--- config.mk ---
export PLATFORM = sky130hd
export DESIGN_NAME = cheapest_window_start_search_flat
export DESIGN_NICKNAME = d
export VERILOG_FILES = /design/src/rtl/core/cwss_pkg.sv /design/src/rtl/core/cwss_in_if.sv /design/src/rtl/core/cwss_out_if.sv /design/src/rtl/core/cwss_cell.sv /design/src/rtl/core/cwss_eval.sv /design/src/rtl/core/cheapest_window_start_search.sv /design/src/flat_wrapper.sv
export VERILOG_INCLUDE_DIRS = /design/src /design/src/rtl/core
export SDC_FILE = /design/constraint.sdc
export NUM_CORES = 1
export LEC_CHECK = 0
export BUFFER_PORTS_ARGS = -buffer_cell sky130_fd_sc_hd__buf_2
export CAP_MARGIN = 20
export CORE_ASPECT_RATIO = 1.1
export CORE_MARGIN = 5
export CORE_UTILIZATION = 60
export CTS_BUF_LIST = sky130_fd_sc_hd__clkbuf_2
export CTS_CLUSTER_DIAMETER = 40
export CTS_CLUSTER_SIZE = 28
export DETAILED_ROUTE_END_ITERATION = 6
export PLACE_DENSITY_LB_ADDON = 0.3
export SYNTH_ARGS = -nofsm -noshare
export SYNTH_HDL_FRONTEND = slang
export SYNTH_HIERARCHICAL = 1
export SYNTH_SLANG_ARGS = --single-unit
export TNS_END_PERCENT = 30
--- constraint.sdc ---
create_clock -name i_clk -period 12.84 [get_ports i_clk]
set_input_delay 1.926 -clock i_clk [delete_from_list [all_inputs] [get_ports i_clk]]
set_output_delay 1.926 -clock i_clk [all_outputs]
set_load 0.1 [all_outputs]
--- src/rtl/core/cheapest_window_start_search_macros.svh ---
// Assertion macros for the cheapest window start search block.
// Used by modules that carry concurrent checks; expects i_clk and i_rst_n in scope.
`ifndef CHEAPEST_WINDOW_START_SEARCH_MACROS_SVH
`define CHEAPEST_WINDOW_START_SEARCH_MACROS_SVH
`ifndef SYNTHESIS
`define CWSS_ASSERT_NOW(label, ante, cons) \
    label: assert property (@(posedge i_clk) disable iff (!i_rst_n) (ante) |-> (cons)) \
        else $error("cwss check failed");
`define CWSS_ASSERT_NEXT(label, ante, cons) \
    label: assert property (@(posedge i_clk) disable iff (!i_rst_n) (ante) |=> (cons)) \
        else $error("cwss check failed");
`else
`define CWSS_ASSERT_NOW(label, ante, cons)
`define CWSS_ASSERT_NEXT(label, ante, cons)
`endif
`endif

--- src/rtl/core/cwss_pkg.sv ---
// Shared types, constants and helpers for the cheapest window start search.
// No dependencies; imported by every other file of the block except the assertion macros header.
`timescale 1ns / 1ps
package cwss_pkg;

    localparam int TIME_W           = 32;
    localparam int PRICE_W          = 24;
    localparam int WIN_W            = 3;
    localparam int CFG_IDX_W        = 2;
    localparam int CFG_DATA_W       = 32;
    localparam int MAX_WINDOW       = 6;
    localparam int MINUTES_PER_HOUR = 60;
    localparam int MIN_ENTRIES      = 2;
    localparam int SPAN_W           = 9;
    localparam int SUM_W            = PRICE_W + $clog2(MAX_WINDOW + 1);
    localparam int CNT_MAX          = (MAX_WINDOW > MIN_ENTRIES) ? MAX_WINDOW : MIN_ENTRIES;
    localparam int CNT_W            = $clog2(CNT_MAX + 1);
    localparam int IDX_W            = (MAX_WINDOW > 1) ? $clog2(MAX_WINDOW) : 1;

    typedef logic        [TIME_W-1:0]  t_time;
    typedef logic signed [PRICE_W-1:0] t_price;
    typedef logic signed [SUM_W-1:0]   t_sum;
    typedef logic        [CNT_W-1:0]   t_cnt;
    typedef logic        [WIN_W-1:0]   t_win;
    typedef logic        [SPAN_W-1:0]  t_span;

    typedef enum logic [CFG_IDX_W-1:0] {
        CFG_WINDOW_HOURS = 2'd0,
        CFG_START_TIME   = 2'd1,
        CFG_STOP_TIME    = 2'd2
    } t_cfg_idx;

    typedef struct packed {
        t_win  window_hours;
        t_time earliest_time;
        t_time stop_time;
    } t_cfg;

    // Contents of one window cell: entry start time and partial price sum.
    typedef struct packed {
        t_time tstart;
        t_sum  acc;
    } t_cell;

    typedef struct packed {
        logic valid;
        logic last;
        t_cnt cnt;
    } t_stage;

    typedef struct packed {
        t_time first_time;
        t_sum  sum;
    } t_cand;

    function automatic t_win window_len(input t_win wh);
        t_win w;
        w = wh;
        if (32'(wh) > MAX_WINDOW) begin
            w = WIN_W'(MAX_WINDOW);
        end
        return w;
    endfunction

    function automatic t_span window_span(input t_win w);
        t_span s;
        s = SPAN_W'(w) * SPAN_W'(MINUTES_PER_HOUR);
        return s;
    endfunction

endpackage

--- src/rtl/core/cwss_in_if.sv ---
// Input channel of the cheapest window start search: one price entry per beat.
// Depends on cwss_pkg for field widths.
`timescale 1ns / 1ps
interface cwss_in_if;
    import cwss_pkg::*;

    logic   valid;
    logic   ready;
    t_time  entry_time;
    t_price price;
    logic   last_entry;

    modport source (output valid, output entry_time, output price, output last_entry,
                    input ready);
    modport sink   (input valid, input entry_time, input price, input last_entry,
                    output ready);
endinterface

--- src/rtl/core/cwss_out_if.sv ---
// Output channel of the cheapest window start search: one result per beat.
// Depends on cwss_pkg for field widths.
`timescale 1ns / 1ps
interface cwss_out_if;
    import cwss_pkg::*;

    logic  valid;
    logic  ready;
    t_time chosen_start;
    logic  window_found;

    modport source (output valid, output chosen_start, output window_found, input ready);
    modport sink   (input valid, input chosen_start, input window_found, output ready);
endinterface

--- src/rtl/core/cwss_cell.sv ---
// One window cell: holds an entry time and the sum of the prices from here to the newest.
// Depends on cwss_pkg; chained in cheapest_window_start_search.
`timescale 1ns / 1ps
module cwss_cell (
    input  logic           i_clk,
    input  logic           i_adv,
    input  cwss_pkg::t_price i_price,
    input  cwss_pkg::t_cell  i_prev,
    output cwss_pkg::t_cell  o_cell
);
    import cwss_pkg::*;

    t_cell r_cell;
    t_cell n_cell;

    // Take the neighbour's time and add the new price to the neighbour's partial sum.
    always_comb begin
        n_cell.tstart = i_prev.tstart;
        n_cell.acc    = i_prev.acc + SUM_W'(i_price);
    end

    always_ff @(posedge i_clk) begin
        if (i_adv) begin
            r_cell <= n_cell;
        end
    end

    assign o_cell = r_cell;
endmodule

--- src/rtl/core/cwss_eval.sv ---
// Window evaluation stage: qualification, best-window tracking and the result register.
// Depends on cwss_pkg and cheapest_window_start_search_macros.svh.
`timescale 1ns / 1ps
`include "cheapest_window_start_search_macros.svh"
module cwss_eval (
    input  logic            i_clk,
    input  logic            i_rst_n,
    input  cwss_pkg::t_cfg   i_cfg,
    input  cwss_pkg::t_stage i_stage,
    input  cwss_pkg::t_cand  i_cand,
    output logic            o_stall,
    cwss_out_if.source      o_out
);
    import cwss_pkg::*;

    logic  r_stopped;
    logic  n_stopped;
    logic  r_best_valid;
    logic  n_best_valid;
    t_sum  r_best_sum;
    t_sum  n_best_sum;
    t_time r_best_start;
    t_time n_best_start;
    logic  r_o_valid;
    t_time r_o_chosen;
    logic  r_o_found;

    logic  commit;
    logic  eligible;
    logic  ends_late;
    logic  starts_ok;
    logic  found;
    t_win  w;
    t_span span;
    t_time dflt;
    t_time chosen;

    // Hold a final beat while the previous result is still unread.
    assign o_stall = i_stage.valid && i_stage.last && r_o_valid && !o_out.ready;
    assign commit  = i_stage.valid && !o_stall;

    always_comb begin
        w         = window_len(i_cfg.window_hours);
        span      = window_span(w);
        ends_late = ({1'b0, i_cand.first_time} + (TIME_W + 1)'(span))
                    > {1'b0, i_cfg.stop_time};
        starts_ok = ({1'b0, i_cand.first_time} + (TIME_W + 1)'(MINUTES_PER_HOUR))
                    > {1'b0, i_cfg.earliest_time};
        eligible  = commit && (w != '0) && (32'(i_stage.cnt) >= 32'(w)) && !r_stopped;

        n_stopped    = r_stopped;
        n_best_valid = r_best_valid;
        n_best_sum   = r_best_sum;
        n_best_start = r_best_start;
        if (eligible) begin
            if (ends_late) begin
                n_stopped = 1'b1;
            end else if (starts_ok && (!r_best_valid || (i_cand.sum < r_best_sum))) begin
                n_best_valid = 1'b1;
                n_best_sum   = i_cand.sum;
                n_best_start = i_cand.first_time;
            end
        end

        dflt   = (i_cfg.stop_time >= TIME_W'(span)) ? (i_cfg.stop_time - TIME_W'(span)) : '0;
        found  = (w != '0) && (32'(i_stage.cnt) >= MIN_ENTRIES) && n_best_valid;
        if (w == '0) begin
            chosen = i_cfg.stop_time;
        end else if (found) begin
            chosen = n_best_start;
        end else begin
            chosen = dflt;
        end

        // Drop the list state once its result is out.
        if (commit && i_stage.last) begin
            n_stopped    = 1'b0;
            n_best_valid = 1'b0;
        end
    end

    always_ff @(posedge i_clk) begin
        if (!i_rst_n) begin
            r_stopped    <= 1'b0;
            r_best_valid <= 1'b0;
            r_o_valid    <= 1'b0;
        end else begin
            r_stopped    <= n_stopped;
            r_best_valid <= n_best_valid;
            if (commit && i_stage.last) begin
                r_o_valid <= 1'b1;
            end else if (o_out.ready) begin
                r_o_valid <= 1'b0;
            end
        end
    end

    always_ff @(posedge i_clk) begin
        r_best_sum   <= n_best_sum;
        r_best_start <= n_best_start;
        if (commit && i_stage.last) begin
            r_o_chosen <= chosen;
            r_o_found  <= found;
        end
    end

    assign o_out.valid        = r_o_valid;
    assign o_out.chosen_start = r_o_chosen;
    assign o_out.window_found = r_o_found;

    `CWSS_ASSERT_NOW(a_stall_needs_full_out, o_stall, r_o_valid)
    `CWSS_ASSERT_NOW(a_result_from_last, $rose(r_o_valid), $past(i_stage.valid && i_stage.last))
    `CWSS_ASSERT_NEXT(a_list_cleared, commit && i_stage.last, !r_best_valid && !r_stopped)
endmodule

--- src/rtl/core/cheapest_window_start_search.sv ---
// Cheapest window start search: a row of window cells shifts in one price beat per cycle unless stalled.
// The last entry is held in the stage register, then its result is loaded into the result register.
// Throughput: one entry per cycle; input stalls only while a final entry waits behind an
// unread result, since the evaluation stage has a single result register.
// Reset (i_rst_n, synchronous, active low) clears list state and result valid and loads
// a window of one hour with earliest and stop times of zero.
`timescale 1ns / 1ps
module cheapest_window_start_search (
    input  logic                               i_clk,
    input  logic                               i_rst_n,
    cwss_in_if.sink                            i_in,
    cwss_out_if.source                         o_out,
    input  logic                               i_cfg_we,
    input  logic [cwss_pkg::CFG_IDX_W-1:0]     i_cfg_idx,
    input  logic [cwss_pkg::CFG_DATA_W-1:0]    i_cfg_data
);
    import cwss_pkg::*;

    t_cfg   r_cfg;
    t_cnt   r_cnt;
    t_cnt   n_cnt;
    t_stage r_stage;
    t_cand  cand;
    t_cell  cell_in  [MAX_WINDOW];
    t_cell  cell_out [MAX_WINDOW];
    logic   stall;
    logic   accept;
    t_win   w;
    logic [IDX_W-1:0] idx;

    assign i_in.ready = !stall;
    assign accept     = i_in.valid && !stall;

    always_ff @(posedge i_clk) begin
        if (!i_rst_n) begin
            r_cfg.window_hours  <= WIN_W'(1);
            r_cfg.earliest_time <= '0;
            r_cfg.stop_time     <= '0;
        end else if (i_cfg_we) begin
            case (t_cfg_idx'(i_cfg_idx))
                CFG_WINDOW_HOURS: r_cfg.window_hours  <= i_cfg_data[WIN_W-1:0];
                CFG_START_TIME:   r_cfg.earliest_time <= i_cfg_data[TIME_W-1:0];
                CFG_STOP_TIME:    r_cfg.stop_time     <= i_cfg_data[TIME_W-1:0];
                default: ;
            endcase
        end
    end

    // Entry count saturates once it covers the longest window.
    assign n_cnt = (r_cnt == CNT_W'(CNT_MAX)) ? r_cnt : r_cnt + 1'b1;

    always_ff @(posedge i_clk) begin
        if (!i_rst_n) begin
            r_cnt   <= '0;
            r_stage <= '0;
        end else begin
            if (accept) begin
                r_cnt        <= i_in.last_entry ? '0 : n_cnt;
                r_stage.last <= i_in.last_entry;
                r_stage.cnt  <= n_cnt;
            end
            if (!stall) begin
                r_stage.valid <= accept;
            end
        end
    end

    genvar gi;
    generate
        for (gi = 0; gi < MAX_WINDOW; gi++) begin : g_cell
            if (gi == 0) begin : g_head
                assign cell_in[gi].tstart = i_in.entry_time;
                assign cell_in[gi].acc    = '0;
            end else begin : g_link
                assign cell_in[gi] = cell_out[gi-1];
            end
            cwss_cell u_cell (
                .i_clk   (i_clk),
                .i_adv   (accept),
                .i_price (i_in.price),
                .i_prev  (cell_in[gi]),
                .o_cell  (cell_out[gi])
            );
        end
    endgenerate

    // Cell w-1 holds the window's first time and the sum over the whole window.
    always_comb begin
        w   = window_len(r_cfg.window_hours);
        idx = (w == '0) ? '0 : IDX_W'(w - 1'b1);
        cand.first_time = cell_out[idx].tstart;
        cand.sum        = cell_out[idx].acc;
    end

    cwss_eval u_eval (
        .i_clk   (i_clk),
        .i_rst_n (i_rst_n),
        .i_cfg   (r_cfg),
        .i_stage (r_stage),
        .i_cand  (cand),
        .o_stall (stall),
        .o_out   (o_out)
    );
endmodule
--- src/flat_wrapper.sv ---
// flat-port wrapper written by rule: the top's interface ports become plain ports
module cheapest_window_start_search_flat import cwss_pkg::*;
  (i_clk, i_rst_n, i_cfg_we, i_cfg_idx, i_cfg_data, i_in_valid, i_in_entry_time, i_in_price, i_in_last_entry, i_in_ready, o_out_valid, o_out_chosen_start, o_out_window_found, o_out_ready);
  cwss_in_if i_in_i ();
  cwss_out_if o_out_i ();
  input  logic i_clk;
  input  logic i_rst_n;
  input  logic i_cfg_we;
  input  logic [cwss_pkg::CFG_IDX_W-1:0] i_cfg_idx;
  input  logic [cwss_pkg::CFG_DATA_W-1:0] i_cfg_data;
  input wire logic [$bits(i_in_i.valid)-1:0] i_in_valid;
  input wire logic [$bits(i_in_i.entry_time)-1:0] i_in_entry_time;
  input wire logic [$bits(i_in_i.price)-1:0] i_in_price;
  input wire logic [$bits(i_in_i.last_entry)-1:0] i_in_last_entry;
  output wire logic [$bits(i_in_i.ready)-1:0] i_in_ready;
  output wire logic [$bits(o_out_i.valid)-1:0] o_out_valid;
  output wire logic [$bits(o_out_i.chosen_start)-1:0] o_out_chosen_start;
  output wire logic [$bits(o_out_i.window_found)-1:0] o_out_window_found;
  input wire logic [$bits(o_out_i.ready)-1:0] o_out_ready;
  assign i_in_i.valid = i_in_valid;
  assign i_in_i.entry_time = i_in_entry_time;
  assign i_in_i.price = i_in_price;
  assign i_in_i.last_entry = i_in_last_entry;
  assign i_in_ready = i_in_i.ready;
  assign o_out_valid = o_out_i.valid;
  assign o_out_chosen_start = o_out_i.chosen_start;
  assign o_out_window_found = o_out_i.window_found;
  assign o_out_i.ready = o_out_ready;
  cheapest_window_start_search u_core (.i_clk(i_clk), .i_rst_n(i_rst_n), .i_in(i_in_i), .o_out(o_out_i), .i_cfg_we(i_cfg_we), .i_cfg_idx(i_cfg_idx), .i_cfg_data(i_cfg_data));
endmodule
# Yosys cells after proc, flatten, opt, wreduce, memory -nomap -nowiden
# Cells that the tools add are included.
# classes
addsub	10
multipliers	1
magnitude_cmp	8
eq_ne	3
mux	18
n_bitwise	3
n_reduce_logical	27
# ops
cell	count
two-way mux 32 bit	6
binary-select mux 59 bit (select 3 bit)	1
two-way mux 59 bit	2
adder 27 x 24 -> 27 bit	4
> comparator 33 x 32 -> 1 bit	2
adder 32 x 6 -> 33 bit (second input constant)	1
adder 32 x 9 -> 33 bit	1
greater-or-equal comparator 32 x 9 -> 1 bit	1
subtractor 32 x 9 -> 32 bit	1
less-than comparator 27 bit	1
adder 24 x 24 -> 25 bit	1
logical AND 1 bit	12
two-way mux 3 bit	4
AND reduction 2 bit	4
multiplier 3 x 4 -> 7 bit (second input constant)	1
two-way mux 1 bit	5
greater-or-equal comparator 4 bit (second input constant)	1
logical NOT 1 bit	4
inverter 3 -> 4 bit	1
adder 3 x 1 -> 3 bit (second input constant)	1
equality test 3 bit (second input constant)	1
greater-or-equal comparator 3 x 2 -> 1 bit (second input constant)	1
greater-or-equal comparator 3 bit	1
> comparator 3 bit (second input constant)	1
other kinds (11)	12
# totals
regBits	521
output_inout_bits	35
wordCells	96

# Longest topological paths before layout
# Gate-level depths: netlist (run 1).
# logic_depth
ltp_word	17
mapped_depth	31
ltp_nobuf	28

# Modules after synthesis
# Netlist (run 1), hierarchy kept.
# by_module_without_submodules
mod	instances	cells_per_inst	area_per_inst_um2	seq_area_each_um2
cwss_cell (u_core.g_cell[1].u_cell ...)	5	278	3254.4	1771.7
cwss_eval	1	929	8563.2	2502.4
cheapest_window_start_search	1	947	6751.5	1501.4
cwss_cell (u_core.g_cell[0].u_cell)	1	277	3266.9	1771.7

# Worst setup path after synthesis (run 1)
# No wires, ideal clock.
# synth_timing
path_type	input-to-reg
from	input o_out_ready
to	register u_core/r_stage[0] (netlist bit)
arrival_ns	10.315
required_ns	12.746
path_slack_ns	2.431
path_stages	7
path_buffers	1
cell_sequence	nand2b_1 > nor2_1 > nand2b_1 > buf_2 > inv_1 > o21ai_0 > a21oi_1
# synth_via
elab_chain_len	4
# synth_lines
item	line	rtl
start: declaration	flat_wrapper.sv:19	input wire logic [$bits(o_out_i.ready)-1:0] o_out_ready;
logical NOT 1 bit	cwss_eval.sv:39	assign o_stall = i_stage.valid && i_stage.last && r_o_valid && !o_out.ready;
logical AND 1 bit	cwss_eval.sv:39	
net u_core.stall	cheapest_window_start_search.sv:26	logic stall;
logical NOT 1 bit	cheapest_window_start_search.sv:32	assign accept = i_in.valid && !stall;
logical AND 1 bit	cheapest_window_start_search.sv:32	
net u_core.accept	cheapest_window_start_search.sv:27	logic accept;
end: declaration	cheapest_window_start_search.sv:22	t_stage r_stage;
# The timed path passes the listed nets, and every way through them passes these cells.
# A chain may end at the register's enable or synchronous reset.

==> flow_metrics.tcl, run 1 <==
set metrics [dict create \
    synth.most_common_cell "edfxtp_1" \
    criticalPathCategory "flop to flop" \
    post_cts_buffers 0 \
    hpwlAfterDp_um 74500 \
    synth.mux.area_fraction_pct 2.62 \
    io_buffers 130 \
    relSlewSlack_pct 27.6 \
    clock-sinks 524 \
    slew_viol_final 0 \
    slowest_stage "dfxtp_4" \
    finalHoldViolCount 0 \
    core_area_mm2 0.0574 \
    finalSetupTns_ps 0 \
    clock_latency_ps 1220 \
    max_freq_mhz 116 \
    fillers 4732 \
    critPathLaunchType "flop" \
    synth_top_area_share_pct 35.7 \
    grt_pass1_wl_um 153000 \
    ys_ff_latch 524 \
    pin_count 131 \
    wl_um 100000 \
    worst_ep_arrival_time_ps 9630 \
    antenna_found_initial 3 \
    ctsResizeCount 0 \
    dieArea_mm2 0.0630 \
    rows 92 \
    grt_usage_pct 30.6 \
    min_path_type "flop to flop" \
    setup_viol 0 \
    hold_slack_ps 346 \
    max_stage_delay_ps 960 \
    synth_area_leaders "edfxtp_1, ha_1, dfxtp_1" \
    avgSynthCellArea_um2 9.84 \
    synth_compound_area_share_pct 20.2 \
    finClkSkew_ps 128 \
    avgViaCountPerCell 6.39 \
    irDropWorstVdd_mv 0.0795 \
    path_buf_inv 2 \
    synth_largest_area_cell "edfxtp_1" \
    chipWidth_um 240 \
    leakagePower_uw 0.0149 \
    first_pass_iters 6 \
    clock_path_buffers 3 \
    synth_seq_area_share_pct 42.0 \
    powerDensity_mw_per_mm2 159 \
    status "completed" \
    drt_iter0_drc 2613 \
    synth.distinct_cells 100 \
    worst_slack_ps 4220 \
    grt_max_degree 182 \
    required_ps 13850 \
    remaining_drc_errors 0 \
    critical-path-top-delay-family "simple AND/OR/NAND/NOR gates" \
    synth-edff-count 414 \
    synthFlopType "edfxtp_1" \
    tritoncts "done" \
    syn-cell-area_mm2 0.0349 \
    async_flop_share_pct 0 \
    path_max_fanout 82 \
    start_util_pct 60.7 \
    numCtsBuffers 85 \
    synth-xor-area-share_pct 4.70 \
    worstPathCellList "buf_4 -> mux2i_1 -> o22ai_1 -> a32o_1 -> o41ai_1 -> nor2_1 -> nand3_1 -> nor3_1 -> nand3_1 -> xnor2_1 -> ha_1 -> nand4_1 -> nor4_1 -> nand2_1 -> o211a_1 -> a21oi_1 -> and4_1 -> o21a_4 -> buf_4 -> mux2_4 -> a22o_1" \
    cap_violations 0 \
    grt-ovfl-total 0 \
    place_ws_ps 4350 \
    cts_root_buf "clkbuf_2" \
    hold_buffers 0 \
    ant_nets 0 \
    die_y_um 263 \
    synth_common_cells "edfxtp_1, nand2_1, a21oi_1, ha_1, inv_1" \
    period_minus_slack_ps 8620 \
    layout-drive-gt1-share_pct 11.6 \
    cts_max_level 3 \
    synth-simple-area-share_pct 14.6 \
    wl_per_cell_um 22.4 \
    postSynthCellCount 3543 \
    synth_top_family_by_area "compound AO/OA/AOI/OAI gates" \
    final_util_pct 64.5 \
    tightest_slew_ps 1090 \
    period_share_pct 67.1 \
    rsz0062_at_grt "no" \
    nets 4026 \
    place.gp.congestion 1.01 \
    vias 28600 \
    clk_pin_slew_worst_paths_ps 250 \
    yosysWarnings 6 \
    synth-adder-area-share_pct 10.5 \
    syn2layout_area_growth_pct 6.22 \
    end_kind "flop" \
    grt_pass1_vias 27700 \
]
-- layout make-up --
cell class	count	area [um2]	area share, %
Multi-Input combinational cell	2604	18400	49.8
Sequential cell	524	14600	39.6
Inverter	274	1040	2.80
Tap cell	752	941	2.54
Timing Repair Buffer	156	858	2.32
Clock inverter	60	619	1.67
Clock buffer	96	480	1.30
Antenna cell	4	10.0	0.0270
-- per-layer routing --
layer	global-route usage, %	vias to the layer above	wire length, um
met5	0	-	0
met4	14.7	0	5110
met2	53.9	1182	50300
li1	-	13400	-
met3	3.78	250	6020
met1	37.1	13700	38800
-- registers in the layout, summed over array words and instances (netlist names) --
register and cells:
u_core/r_cfg 67, u_core/r_cnt 3, u_core/u_eval/o_out.window_found 1, u_core/u_eval/r_best_valid 1, u_core/u_eval/o_out.chosen_start 32, u_core/r_stage 5
u_core/u_eval/r_best_start 32, u_core/u_eval/r_stopped 1, u_core/u_eval/r_best_sum 27, u_core/u_eval/o_out.valid 1, u_core/g_cell.u_cell/o_cell 354
-- cells in the final DEF, fill, tap and decap left out, drive strengths merged, types with 37 or more instances in the layout --
cell type,synthesis,layout
xor2,44,44
nand4,50,50
a21o,81,81
nand2,373,373
nand2b,81,81
nor3b,49,49
buf,93,156
xnor2,143,143
nor3,49,49
clkbuf,75,96
edfxtp,414,414
a21oi,318,318
mux2i,57,57
nor2,157,157
o22ai,98,98
o211ai,37,37
dfxtp,110,110
nand3,60,60
a211oi,46,46
ha,274,274
a32o,59,59
o21ai,163,163
inv,274,293
-- worst register-to-register path: cells and delay by family, from the launching register on --
kind,cells,cell delay [ps]
AO/OA/AOI/OAI,7,2200
buffers and inverters,2,1510
XOR/XNOR,1,170
AND/OR/NAND/NOR,8,2690
adder cells (fa/ha/maj),1,340
multiplexers,2,580
flip-flops,1,960
-- cell families (layout without fill, tap and decap cells) --
kind of cell | Yosys count | after routing
buffers and inverters | 442 | 586
other | 1 | 32
muxes | 87 | 87
adders and majority gates | 285 | 285
DFF | 524 | 524
AOI/OAI and AO/OA | 1048 | 1048
xor gates and xnor gates | 187 | 187
and+or+nand+nor | 969 | 969
-- power by group --
part / total (uW) / internal (uW) / switching (uW)
Combinational: 2310 / 927 / 1390
Sequential: 2410 / 2230 / 183
Clock: 1150 / 404 / 741
Total: 5870 / 3560 / 2310
-- stage by stage --
stage                     area (um2)  power (uW)  cells
after floorplan                35000        4120   3570
after global placement         35900        4640   4310
after detailed placement       35900        4690   4310
after CTS                      37000        5830   4466
after global routing           37000        6200   4470
final                          37000        5870   4470
-- path summary, 6_finish.rpt --
| path | from | endpoint | slack [ps] | depth (start not counted) |
|---|---|---|---|---|
| worst max register to register | u_core/r_cfg[64] | u_core/u_eval/o_out.chosen_start[1] | 4220 | 21 |
| worst max-delay path | u_core/r_cfg[64] | u_core/u_eval/o_out.chosen_start[1] | 4220 | 21 |
| worst min-delay path | u_core/g_cell[2].u_cell/o_cell[30] | u_core/g_cell[3].u_cell/o_cell[30] | 350 | 0 |
| worst min register to register | u_core/g_cell[2].u_cell/o_cell[30] | u_core/g_cell[3].u_cell/o_cell[30] | 350 | 0 |
No activity file was read; power rests on OpenSTA's default activity.
==> run 2: changes to the inputs <==
==> constraint.sdc (replaced) <==
create_clock -name i_clk -period 8.3 [get_ports i_clk]
set_input_delay 1.245 -clock i_clk [delete_from_list [all_inputs] [get_ports i_clk]]
set_output_delay 1.245 -clock i_clk [all_outputs]
set_load 0.1 [all_outputs]
==> flow_metrics.tcl, run 2 (synthesis results as in run 1) <==
set metrics [dict create \
    status "completed" \
    required_ps 9020 \
    irDropWorstVdd_mv 0.102 \
    ff_latch_area_mm2 0.0146 \
    final_common_cell "edfxtp_1" \
    leakagePower_uw 0.0150 \
    finalPower_uw 8960 \
    grt-ovfl-total 0 \
    final_util_pct 64.6 \
    worstPathCellList "ha_1 -> nor2b_1 -> fa_1 -> ha_1 -> fa_1 -> nor2b_1 -> o21ai_0 -> nand2b_1 -> ha_1 -> o2111a_1 -> o31ai_2 -> or2_2 -> nor2_1 -> nand3_1 -> xnor2_1 -> ha_1 -> nand3_1 -> nor4_1 -> nand3_1 -> a32oi_1 -> and4_1 -> o21a_4 -> buf_4" \
    syn2layout_area_growth_pct 6.52 \
    post_cts_buffers 0 \
    layout_common_cells "edfxtp_1, nand2_1, a21oi_1" \
    setup_viol 0 \
    finalSetupTns_ps 0 \
    slew_viol_final 0 \
    multi_input_area_mm2 0.0184 \
    numCtsBuffers 82 \
    hpwlAfterDp_um 73600 \
    period_minus_slack_ps 7590 \
    finClkSkew_ps 169 \
    slowest_stage "fa_1" \
    grt_usage_pct 30.3 \
    end_kind "flop" \
    pin_count 131 \
    place.gp.congestion 0.983 \
    layout-drive-gt1-share_pct 11.9 \
    path_max_fanout 32 \
    start_util_pct 60.7 \
    max_stage_delay_ps 550 \
    grt_max_degree 179 \
    wl_per_cell_um 22.1 \
    rows 92 \
    min_path_type "primary input to flop" \
    clk_pin_slew_worst_paths_ps 260 \
    finalHoldViolCount 0 \
    nets 4046 \
    tritoncts "done" \
    grt_pass1_vias 27500 \
    clock-sinks 524 \
    dieArea_mm2 0.0630 \
    rsz0062_at_grt "no" \
    worst_ep_arrival_time_ps 8310 \
    crit_top_cell "ha_1" \
    drt_iter0_drc 2811 \
    remaining_drc_errors 0 \
    period_share_pct 91.5 \
    critPathLaunchType "flop" \
    cts_root_buf "clkbuf_2" \
    ant_nets 0 \
    clock_path_buffers 3 \
    vias 28500 \
    antenna_found_initial 3 \
    die_y_um 263 \
    first_pass_iters 6 \
    criticalPathCategory "flop to flop" \
    max_freq_mhz 132 \
    io_buffers 130 \
    tightest_slew_ps 1130 \
    cts_max_level 3 \
    core_area_mm2 0.0574 \
    cap_violations 0 \
    fillers 4762 \
    hold_buffers 0 \
    relSlewSlack_pct 24.4 \
    grt_pass1_wl_um 151000 \
    largest_reg_flops 354 \
    ctsResizeCount 0 \
    powerDensity_mw_per_mm2 241 \
    wl_um 99200 \
    hold_slack_ps 215 \
    clock_latency_ps 1200 \
    avgViaCountPerCell 6.35 \
    chipWidth_um 240 \
]
==> run 2: changes by cell type in the layout (fill, tap and decap cells not counted), sizes merged <==
cell,before,now
inv,293,296
clkbuf,96,93
clkinv,27,21
buf,156,179
bufinv,7,6
diode,4,1
clkinvlp,7,8
==> run 2: where the power goes <==
part | total, uW | leakage, uW | switching, uW | internal, uW
combinational | 3570 | 0.00938 | 2130 | 1440
sequential | 3710 | 0.00492 | 258 | 3450
clock | 1680 | 0.000649 | 1110 | 575
==> run 2: worst paths after layout <==
path                                      startpoint                                  to  slack [ps]  cells past startpoint
setup / recovery                    u_core/r_cfg[65]        u_core/u_eval/r_best_sum[22]         710                     23
hold / removal                   i_in_entry_time[11]  u_core/g_cell[0].u_cell/o_cell[38]         210                      1
setup reg to reg                    u_core/r_cfg[65]        u_core/u_eval/r_best_sum[22]         710                     23
hold reg to reg   u_core/g_cell[1].u_cell/o_cell[39]  u_core/g_cell[2].u_cell/o_cell[39]         390                      0
==> run 2: per-stage QoR <==
stage | worst slack (ps) | cells | cell area [um2]
finish | 708 | 4484 | 37100
global route | 303 | 4484 | 37100
CTS | 752 | 4483 | 37100
detailed placement | 883 | 4333 | 36100
global placement | 1100 | 4333 | 36100
floorplan | 665 | 3570 | 35000
==> run 2: area by class of cell <==
type                       count  area share (%)
multi-input combinational   2604            49.6
clock buffer                  93            1.25
timing repair buffer         179            2.84
clock inverter                57            1.49
tap                          752            2.53
antenna                        1         0.00674
inverter                     274            2.78
sequential                   524            39.4
==> run 2: critical path: cells and delay by family (launching register included) <==
family	cells	cell delay, ps
simple gates	10	2550
buf+inv	1	440
compound gates	5	1250
fa+ha+maj	6	2180
flops	1	490
xor+xnor	1	180
==> run 2: per-layer routing <==
metal  up-vias  track usage (%)  wire (um)
li1      13500                -          -
met3       263             4.08       6950
met1     13500             36.6      38100
met2      1218             52.7      48600
met5         -                0          0
met4         0             15.7       5580
